File: config.mk
export PLATFORM = sky130hd
export DESIGN_NAME = sorted_stack_insert_flat
export DESIGN_NICKNAME = d
export VERILOG_FILES = /design/src/hw/rtl/ssi_pkg.sv /design/src/hw/rtl/ssi_channels.sv /design/src/hw/rtl/ssi_cell.sv /design/src/hw/rtl/sorted_stack_insert.sv /design/src/flat_wrapper.sv
export SDC_FILE = /design/constraint.sdc
export NUM_CORES = 2
export LEC_CHECK = 0
export BUFFER_PORTS_ARGS = -buffer_cell sky130_fd_sc_hd__buf_2
export CORE_ASPECT_RATIO = 1.2
export CORE_UTILIZATION = 35
export CTS_CLUSTER_SIZE = 10
export DETAILED_ROUTE_END_ITERATION = 6
export GPL_TIMING_DRIVEN = 0
export PLACE_DENSITY_LB_ADDON = 0.08
export SLEW_MARGIN = 20
export SYNTH_ARGS = -nofsm -noshare
export SYNTH_HDL_FRONTEND = slang
export SYNTH_SLANG_ARGS = --single-unit
File: constraint.sdc
create_clock -name clock -period 6.36 [get_ports clock]
set_clock_uncertainty 0.1 [all_clocks]
set_input_delay 0.318 -clock clock [delete_from_list [all_inputs] [get_ports clock]]
set_output_delay 0.318 -clock clock [all_outputs]
set_load 0.01 [all_outputs]
File: src/hw/rtl/ssi_pkg.sv
// ----------------------------------------------------------------------------
// ssi_pkg: shared types and constants for the sorted stack
// Request and status codes, stored word type, cell control struct and the
// conversion helpers between channel fields and stored words.
// ----------------------------------------------------------------------------
package ssi_pkg;

   localparam int DEPTH      = 16;
   localparam int DATA_WIDTH = 32;
   localparam int CNT_W      = $clog2(DEPTH + 1);
   localparam int IDX_W      = $clog2(DEPTH);

   typedef logic signed [DATA_WIDTH-1:0] word_type;
   typedef logic [CNT_W-1:0]             count_type;
   typedef logic [IDX_W-1:0]             index_type;

   typedef enum logic [1:0] {
      MODE_INSERT = 2'd0,
      MODE_POP    = 2'd1,
      MODE_READ   = 2'd2,
      MODE_NONE   = 2'd3
   } mode_type;

   typedef enum logic [1:0] {
      ST_OK    = 2'd0,
      ST_FULL  = 2'd1,
      ST_EMPTY = 2'd2,
      ST_RANGE = 2'd3
   } status_type;

   // broadcast to every cell of the chain
   typedef struct packed {
      logic     ins_en;
      word_type word;
   } cell_ctl_type;

   // low DATA_WIDTH bits of the 32-bit request value (zero fill above 32)
   function automatic word_type to_word(input logic [31:0] v);
      logic [63:0] ext;
      ext = 64'(v);
      return ext[DATA_WIDTH-1:0];
   endfunction

   // sign-extend a stored word, keep 32 bits
   function automatic logic [31:0] to_data_field(input word_type w);
      logic [63:0] ext;
      ext = 64'(w);
      return ext[31:0];
   endfunction

   function automatic logic [4:0] to_occupancy(input count_type c);
      logic [7:0] ext;
      ext = 8'(c);
      return ext[4:0];
   endfunction

endpackage

File: src/hw/rtl/ssi_channels.sv
// ----------------------------------------------------------------------------
// ssi_channels: request and response channel interfaces
// Valid/ready channels; a transfer happens when valid and ready are both high.
// ----------------------------------------------------------------------------
interface ssi_req_if;
   logic        valid;
   logic        ready;
   logic [1:0]  mode;
   logic [31:0] value;
   logic [3:0]  position;

   modport source (output valid, mode, value, position, input ready);
   modport sink   (input valid, mode, value, position, output ready);
endinterface

interface ssi_rsp_if;
   logic        valid;
   logic        ready;
   logic [31:0] data;
   logic [1:0]  status;
   logic [4:0]  occupancy;

   modport source (output valid, data, status, occupancy, input ready);
   modport sink   (input valid, data, status, occupancy, output ready);
endinterface

File: src/hw/rtl/ssi_cell.sv
// ----------------------------------------------------------------------------
// ssi_cell: one slot of the sorted chain
// Holds one word; on insert it keeps, takes the new word, or takes the word
// of the cell below when that one shifts up.
// ----------------------------------------------------------------------------
module ssi_cell (
   input  logic                 clock,
   input  ssi_pkg::cell_ctl_type ctl,
   input  logic                 occupied,   // slot below the fill level
   input  logic                 at_fill,    // first free slot
   input  ssi_pkg::word_type    prev_word,
   input  logic                 prev_gt,
   output ssi_pkg::word_type    word,
   output logic                 gt
);

   ssi_pkg::word_type word_ff, word_in;

   // stored word strictly greater than the new one
   assign gt = occupied && (word_ff > ctl.word);

   always_comb begin
      word_in = word_ff;
      if (ctl.ins_en) begin
         if (prev_gt) begin
            word_in = prev_word;
         end else if (gt || at_fill) begin
            word_in = ctl.word;
         end
      end
   end

   always_ff @(posedge clock) begin
      word_ff <= word_in;
   end

   assign word = word_ff;

endmodule

File: src/hw/rtl/sorted_stack_insert.sv
// ----------------------------------------------------------------------------
// sorted_stack_insert: bounded stack kept sorted ascending, top is the maximum
// Row of compare-and-shift cells with one registered response stage.
// ----------------------------------------------------------------------------
// Usage:
//  - req_chan carries mode (insert, pop, read), value and position. Every
//    request gives exactly one transfer on rsp_chan: data, status, occupancy.
//  - Insert: every cell compares its word against the new value in the same
//    cycle; greater cells shift up one slot and the first of them takes the
//    new value. When full, the largest of the stored words and the new one is
//    dropped and status reports full.
//  - Pop returns the top word; read returns the word at position from the
//    bottom. Both use one read mux over the cells.
//  - Response: registered; valid in the cycle after the request transfer.
//  - Throughput: one request per cycle while responses are taken; the chain
//    updates on the request transfer and the response register frees up in the cycle it is taken.
//  - Stall: while a response waits and rsp_chan.ready is low, req_chan.ready
//    is low and the state holds.
//  - Reset: synchronous, clears the entry count and the response valid. Cell
//    contents are not cleared; only slots below the count are ever read.
// ----------------------------------------------------------------------------
module sorted_stack_insert (
   input  logic             clock,
   input  logic             reset,
   ssi_req_if.sink          req_chan,
   ssi_rsp_if.source        rsp_chan
);

   localparam int DEPTH = ssi_pkg::DEPTH;

   ssi_pkg::count_type    count_ff, count_in;
   logic                  rsp_valid_ff, rsp_valid_in;
   logic [31:0]           rsp_data_ff, rsp_data_in;
   ssi_pkg::status_type   rsp_status_ff, rsp_status_in;
   logic [4:0]            rsp_occ_ff, rsp_occ_in;

   logic                  req_xfer;
   ssi_pkg::mode_type     mode;
   ssi_pkg::word_type     new_word;
   ssi_pkg::cell_ctl_type ctl;

   ssi_pkg::word_type     cell_word [DEPTH];
   logic                  cell_gt   [DEPTH];
   logic                  full;
   ssi_pkg::count_type    count_dec;
   ssi_pkg::index_type    rd_idx;
   ssi_pkg::word_type     rd_word;
   logic                  pos_in_range;

   // accept outside reset whenever the response register is empty or drains
   assign req_chan.ready = !reset && (!rsp_valid_ff || rsp_chan.ready);
   assign req_xfer       = req_chan.valid && req_chan.ready;
   assign mode           = ssi_pkg::mode_type'(req_chan.mode);
   assign new_word       = ssi_pkg::to_word(req_chan.value);

   assign ctl.ins_en = req_xfer && (mode == ssi_pkg::MODE_INSERT);
   assign ctl.word   = new_word;

   // the chain: each cell sees its lower neighbor's word and compare flag
   for (genvar i = 0; i < DEPTH; i++) begin : g_cell
      logic              occupied;
      logic              at_fill;
      ssi_pkg::word_type prev_word;
      logic              prev_gt;

      assign occupied = 32'(i) < 32'(count_ff);
      assign at_fill  = 32'(i) == 32'(count_ff);

      if (i == 0) begin : g_bottom
         assign prev_word = new_word;
         assign prev_gt   = 1'b0;
      end else begin : g_upper
         assign prev_word = cell_word[i-1];
         assign prev_gt   = cell_gt[i-1];
      end

      ssi_cell u_cell (
         .clock     (clock),
         .ctl       (ctl),
         .occupied  (occupied),
         .at_fill   (at_fill),
         .prev_word (prev_word),
         .prev_gt   (prev_gt),
         .word      (cell_word[i]),
         .gt        (cell_gt[i])
      );
   end

   assign full      = 32'(count_ff) == DEPTH;
   assign count_dec = ssi_pkg::count_type'(count_ff - ssi_pkg::count_type'(1));

   // single read port: top for pop, position for read
   assign rd_idx = (mode == ssi_pkg::MODE_POP) ? count_dec[ssi_pkg::IDX_W-1:0]
                                               : ssi_pkg::index_type'(req_chan.position);

   always_comb begin
      rd_word = '0;
      if (32'(rd_idx) < DEPTH) begin
         rd_word = cell_word[rd_idx];
      end
   end

   assign pos_in_range = 8'(req_chan.position) < 8'(count_ff);

   always_comb begin
      count_in      = count_ff;
      rsp_data_in   = '0;
      rsp_status_in = ssi_pkg::ST_OK;
      case (mode)
         ssi_pkg::MODE_INSERT: begin
            // full: either the new word (no greater cell) or the old top drops
            if (full) begin
               rsp_status_in = ssi_pkg::ST_FULL;
            end else begin
               count_in = ssi_pkg::count_type'(count_ff + ssi_pkg::count_type'(1));
            end
         end
         ssi_pkg::MODE_POP: begin
            if (count_ff == '0) begin
               rsp_status_in = ssi_pkg::ST_EMPTY;
            end else begin
               count_in    = count_dec;
               rsp_data_in = ssi_pkg::to_data_field(rd_word);
            end
         end
         ssi_pkg::MODE_READ: begin
            if (pos_in_range) begin
               rsp_data_in = ssi_pkg::to_data_field(rd_word);
            end else begin
               rsp_status_in = ssi_pkg::ST_RANGE;
            end
         end
         default: begin
            // unused code: no state change, ok status
         end
      endcase
      rsp_occ_in = ssi_pkg::to_occupancy(count_in);
   end

   always_comb begin
      rsp_valid_in = rsp_valid_ff;
      if (req_xfer) begin
         rsp_valid_in = 1'b1;
      end else if (rsp_chan.ready) begin
         rsp_valid_in = 1'b0;
      end
   end

   always_ff @(posedge clock) begin
      if (reset) begin
         count_ff     <= '0;
         rsp_valid_ff <= 1'b0;
      end else begin
         rsp_valid_ff <= rsp_valid_in;
         if (req_xfer) begin
            count_ff <= count_in;
         end
      end
   end

   always_ff @(posedge clock) begin
      if (req_xfer) begin
         rsp_data_ff   <= rsp_data_in;
         rsp_status_ff <= rsp_status_in;
         rsp_occ_ff    <= rsp_occ_in;
      end
   end

   assign rsp_chan.valid     = rsp_valid_ff;
   assign rsp_chan.data      = rsp_data_ff;
   assign rsp_chan.status    = rsp_status_ff;
   assign rsp_chan.occupancy = rsp_occ_ff;

endmodule

File: src/flat_wrapper.sv
// flat-port wrapper written by rule: the top's interface ports become plain ports
module sorted_stack_insert_flat 
  (clock, reset, req_chan_valid, req_chan_mode, req_chan_value, req_chan_position, req_chan_ready, rsp_chan_valid, rsp_chan_data, rsp_chan_status, rsp_chan_occupancy, rsp_chan_ready);
  ssi_req_if req_chan_i ();
  ssi_rsp_if rsp_chan_i ();
  input  logic clock;
  input  logic reset;
  input wire logic [$bits(req_chan_i.valid)-1:0] req_chan_valid;
  input wire logic [$bits(req_chan_i.mode)-1:0] req_chan_mode;
  input wire logic [$bits(req_chan_i.value)-1:0] req_chan_value;
  input wire logic [$bits(req_chan_i.position)-1:0] req_chan_position;
  output wire logic [$bits(req_chan_i.ready)-1:0] req_chan_ready;
  output wire logic [$bits(rsp_chan_i.valid)-1:0] rsp_chan_valid;
  output wire logic [$bits(rsp_chan_i.data)-1:0] rsp_chan_data;
  output wire logic [$bits(rsp_chan_i.status)-1:0] rsp_chan_status;
  output wire logic [$bits(rsp_chan_i.occupancy)-1:0] rsp_chan_occupancy;
  input wire logic [$bits(rsp_chan_i.ready)-1:0] rsp_chan_ready;
  assign req_chan_i.valid = req_chan_valid;
  assign req_chan_i.mode = req_chan_mode;
  assign req_chan_i.value = req_chan_value;
  assign req_chan_i.position = req_chan_position;
  assign req_chan_ready = req_chan_i.ready;
  assign rsp_chan_valid = rsp_chan_i.valid;
  assign rsp_chan_data = rsp_chan_i.data;
  assign rsp_chan_status = rsp_chan_i.status;
  assign rsp_chan_occupancy = rsp_chan_i.occupancy;
  assign rsp_chan_i.ready = rsp_chan_ready;
  sorted_stack_insert u_core (.clock(clock), .reset(reset), .req_chan(req_chan_i), .rsp_chan(rsp_chan_i));
endmodule
==> flow_summary.ini <==
[place]
place.gp.congestion = 0.993
placedCellCount = 4824
port_buffers = 82
place_hpwl_um = 129000
place_ws_ns = 0.383

[synth]
synth_area_leaders = edfxtp_1 42%, ha_1 17%, mux2_2 9.8%, mux4_2 7.4%, o21ai_0 3.8%
yosys_warnings = 0
synth_top_area_share_pct = 42.4
synth_nets = 3800
netlist_area_um2 = 39000
syn-instance-count = 3234
yosys.area.top_type = edfxtp_1
avgSynthCellArea_um2 = 12.1
synth_cell_types = 73
synth-seq-cells = 557
async_flop_share_pct = 0
seq_area_frac_synth_pct = 42.7
synth_ff_type = edfxtp_1
synth_edf_count = 551

[clocking]
cts_sinks = 557
tritoncts = yes
clk_pin_slew_worst_paths_ns = 0.06
cts.path.max_buffers = 3
clk_latency_ns = 0.65
cts_inserted_buffers = 72
ctsRootBufferMaster = clkbuf_16
htree_levels = 3

[global_route]
antenna_found_initial = 1
grt_util_all_layers_pct = 28.1
grt_pass1_wl_um = 224000
overflow = 0
grt_pass1_vias = 29882
grt_max_degree = 28

[die]
ioPinCount = 83
core_area_um2 = 110000
start_util_pct = 35.4
die_w_um = 307
die_area_um2 = 113000
die_h_um = 368
rows = 133

[routing]
drt_first_pass_iters = 6
vias_per_cell = 6.05
final_antenna_net_count = 0
drt_wl_total_um = 160000
wire_per_inst_um = 32.2
drcViolationCount = 0
vias = 30113
drt_iter0_drc = 2900

[critical_path]
critPathCaptureType = flop
arrival_ns = 6.44
worstPathRequired_ns = 6.61
setup.worst_path.class = input pin to flop
cp-start-kind = input pin
crit_fanout = 21

[timing]
tightestPinTransition_ns = 1.28
finalHoldViolCount = 0
setup_tns_ns = 0
setup-violations-final = 0
max_freq_mhz = 161
rsz0062_at_grt = no
fin_crit_sh_pct = 97.4
drv_slew = 0
finalCriticalPeriod_ns = 6.19
max-slew-margin-rel_pct = 13.9
setup_slack_ns = 0.167

[cells_and_area]
drive_above_1_share_pct = 21.9
stdcell_count = 4980
diodes = 0
area_growth_pct = 14.1
nets = 4013

[power]
ir_drop_uv = 189
powerDensity_nw_per_um2 = 220
finalPower_w = 0.00982
p_leak_nw = 16.6

[run]
drv_cap = 0

[hold_path]
min-delay-path-class = input pin to flop

[outcome]
status = finished, final reports clean
==> report_power, final <==
| group | leakage [nW] | internal [W] | switching, W |
|---|---|---|---|
| clock | 1.01 | 0.00210 | 0.00173 |
| sequential | 5.03 | 0.00412 | 0.0000280 |
| combinational | 10.5 | 0.000701 | 0.00114 |
| total | 16.6 | 0.00692 | 0.00290 |
==> worst max-delay path: stages <==
cell           delay (ns)
dlygate4sd3_1        0.53
buf_2                0.20
inv_1                0.77
ha_1                 0.38
nand4_1              0.26
nor4_1               0.96
o41ai_1              0.47
o2111a_1             0.27
mux2i_1              0.80
buf_2                0.50
o31a_2               0.70
buf_16               0.23
==> registers in the layout, indices dropped and copies added (netlist names) <==
register / flops
u_core.rsp_chan.occupancy: 5
u_core.g_cell.u_cell.word: 512
u_core.rsp_chan.data: 32
u_core.rsp_chan.valid: 1
u_core.count_ff: 5
u_core.rsp_chan.status: 2
==> metrics by stage <==
| step | utilization (%) | hold slack (ns) | instance area, µm² |
|---|---|---|---|
| detailed placement | 38.2 | 0.497 | 42100 |
| global route | 40.4 | 0.0872 | 44600 |
| floorplan | - | 0.290 | 39000 |
| finish | 40.4 | 0.0739 | 44600 |
| CTS | 40.4 | 0.0337 | 44600 |
| global placement | 37.5 | 0.471 | 41300 |
==> layout by cell type, fill, tap and decap left out, types with 6 or more instances in the layout <==
master         Yosys  final
mux2_2           340    340
o21ai_0          297    297
mux4_2           128    128
a31oi_4            0     10
clkinv_1           2     17
inv_1             76     76
dlygate4sd3_1      0     34
a31oi_1           17      7
and3_1            40     40
nand3b_1          34     34
ha_1             524    524
a21o_1            50     50
buf_16             0     19
clkbuf_16          0     73
o211ai_1          23     23
clkbuf_1         108    125
nor2b_1           16     16
o31ai_1            9      9
dfxtp_1            6      6
a21oi_1          222    219
nor4_1            21     20
a211oi_1          13     13
a21boi_0          13     12
mux2_4            18     18
nand4_1          107    107
a2111oi_0         10      9
nor3b_1            6      6
buf_2             38    122
nand2_1          254    254
nor2_1            51     51
nor3_1            14     14
o21a_1             9      8
nand2b_1           6      6
nand3_1          102    102
and4_1            14     14
clkbuf_2           0      8
a221oi_1          10     10
edfxtp_1         551    551
clkinv_2           0      8
==> cell families after synthesis <==
logic type / after synthesis / share of synthesized area (%)
buffers and inverters: 241 / 2.56
adders and majority gates: 524 / 16.8
muxes: 489 / 18.0
AOI/OAI and AO/OA: 729 / 10.9
xor gates and xnor gates: 3 / 0.0673
and+or+nand+nor: 691 / 9.05
DFF: 557 / 42.7
==> Yosys cell counts, types with 9 or more instances <==
master / n
a2111oi_0: 10
a211oi_1: 13
a21boi_0: 13
a21o_1: 50
a21oi_1: 222
a221oi_1: 10
a31oi_1: 17
and3_1: 40
and4_1: 14
buf_1: 12
buf_2: 38
clkbuf_1: 108
edfxtp_1: 551
ha_1: 524
inv_1: 76
mux2_2: 340
mux2_4: 18
mux4_2: 128
nand2_1: 254
nand3_1: 102
nand3b_1: 34
nand4_1: 107
nor2_1: 51
nor2b_1: 16
nor3_1: 14
nor4_1: 21
o211ai_1: 23
o21a_1: 9
o21ai_0: 297
o31ai_1: 9
==> per-layer routing <==
metal  GRT usage, %  part of all wire, %
met4           13.8                  5.2
met2           47.9                   49
met1           34.8                   40
met5              0                    0
met3           3.80                  5.8
==> timing repair <==
| item | CTS | global route |
|---|---|---|
| hold buffers | 34 | 0 |
| hold endpoints to repair | 46 | 0 |
| resized for setup | 0 | 0 |
| setup buffers | 0 | 0 |
| setup endpoints to repair | 0 | 0 |
==> final timing paths <==
| path | slack, ns | end | start | cells after the start |
|---|---|---|---|---|
| worst max-delay path | 0.17 | u_core.g_cell[14].u_cell.word[5] | req_chan_value[31] | 12 |
| worst min-delay path | 0.07 | u_core.rsp_chan.status[0] | req_chan_mode[1] | 3 |
| worst max register to register | 0.89 | u_core.g_cell[14].u_cell.word[5] | u_core.g_cell[14].u_cell.word[31] | 9 |
| worst min register to register | 0.52 | u_core.g_cell[15].u_cell.word[1] | u_core.g_cell[14].u_cell.word[1] | 1 |
==> final cells by class <==
| type | instances | area (µm²) |
|---|---|---|
| fillers | 10524 | 65600 |
| multi-input cells | 2436 | 21600 |
| flip-flops and latches | 557 | 16700 |
| clock buffers | 93 | 1900 |
| well taps | 1485 | 1860 |
| repair buffers | 139 | 1330 |
| plain buffers | 163 | 719 |
| inverters | 78 | 294 |
| clock inverters | 29 | 178 |
Note: power is estimated with default switching activity, not from simulation.
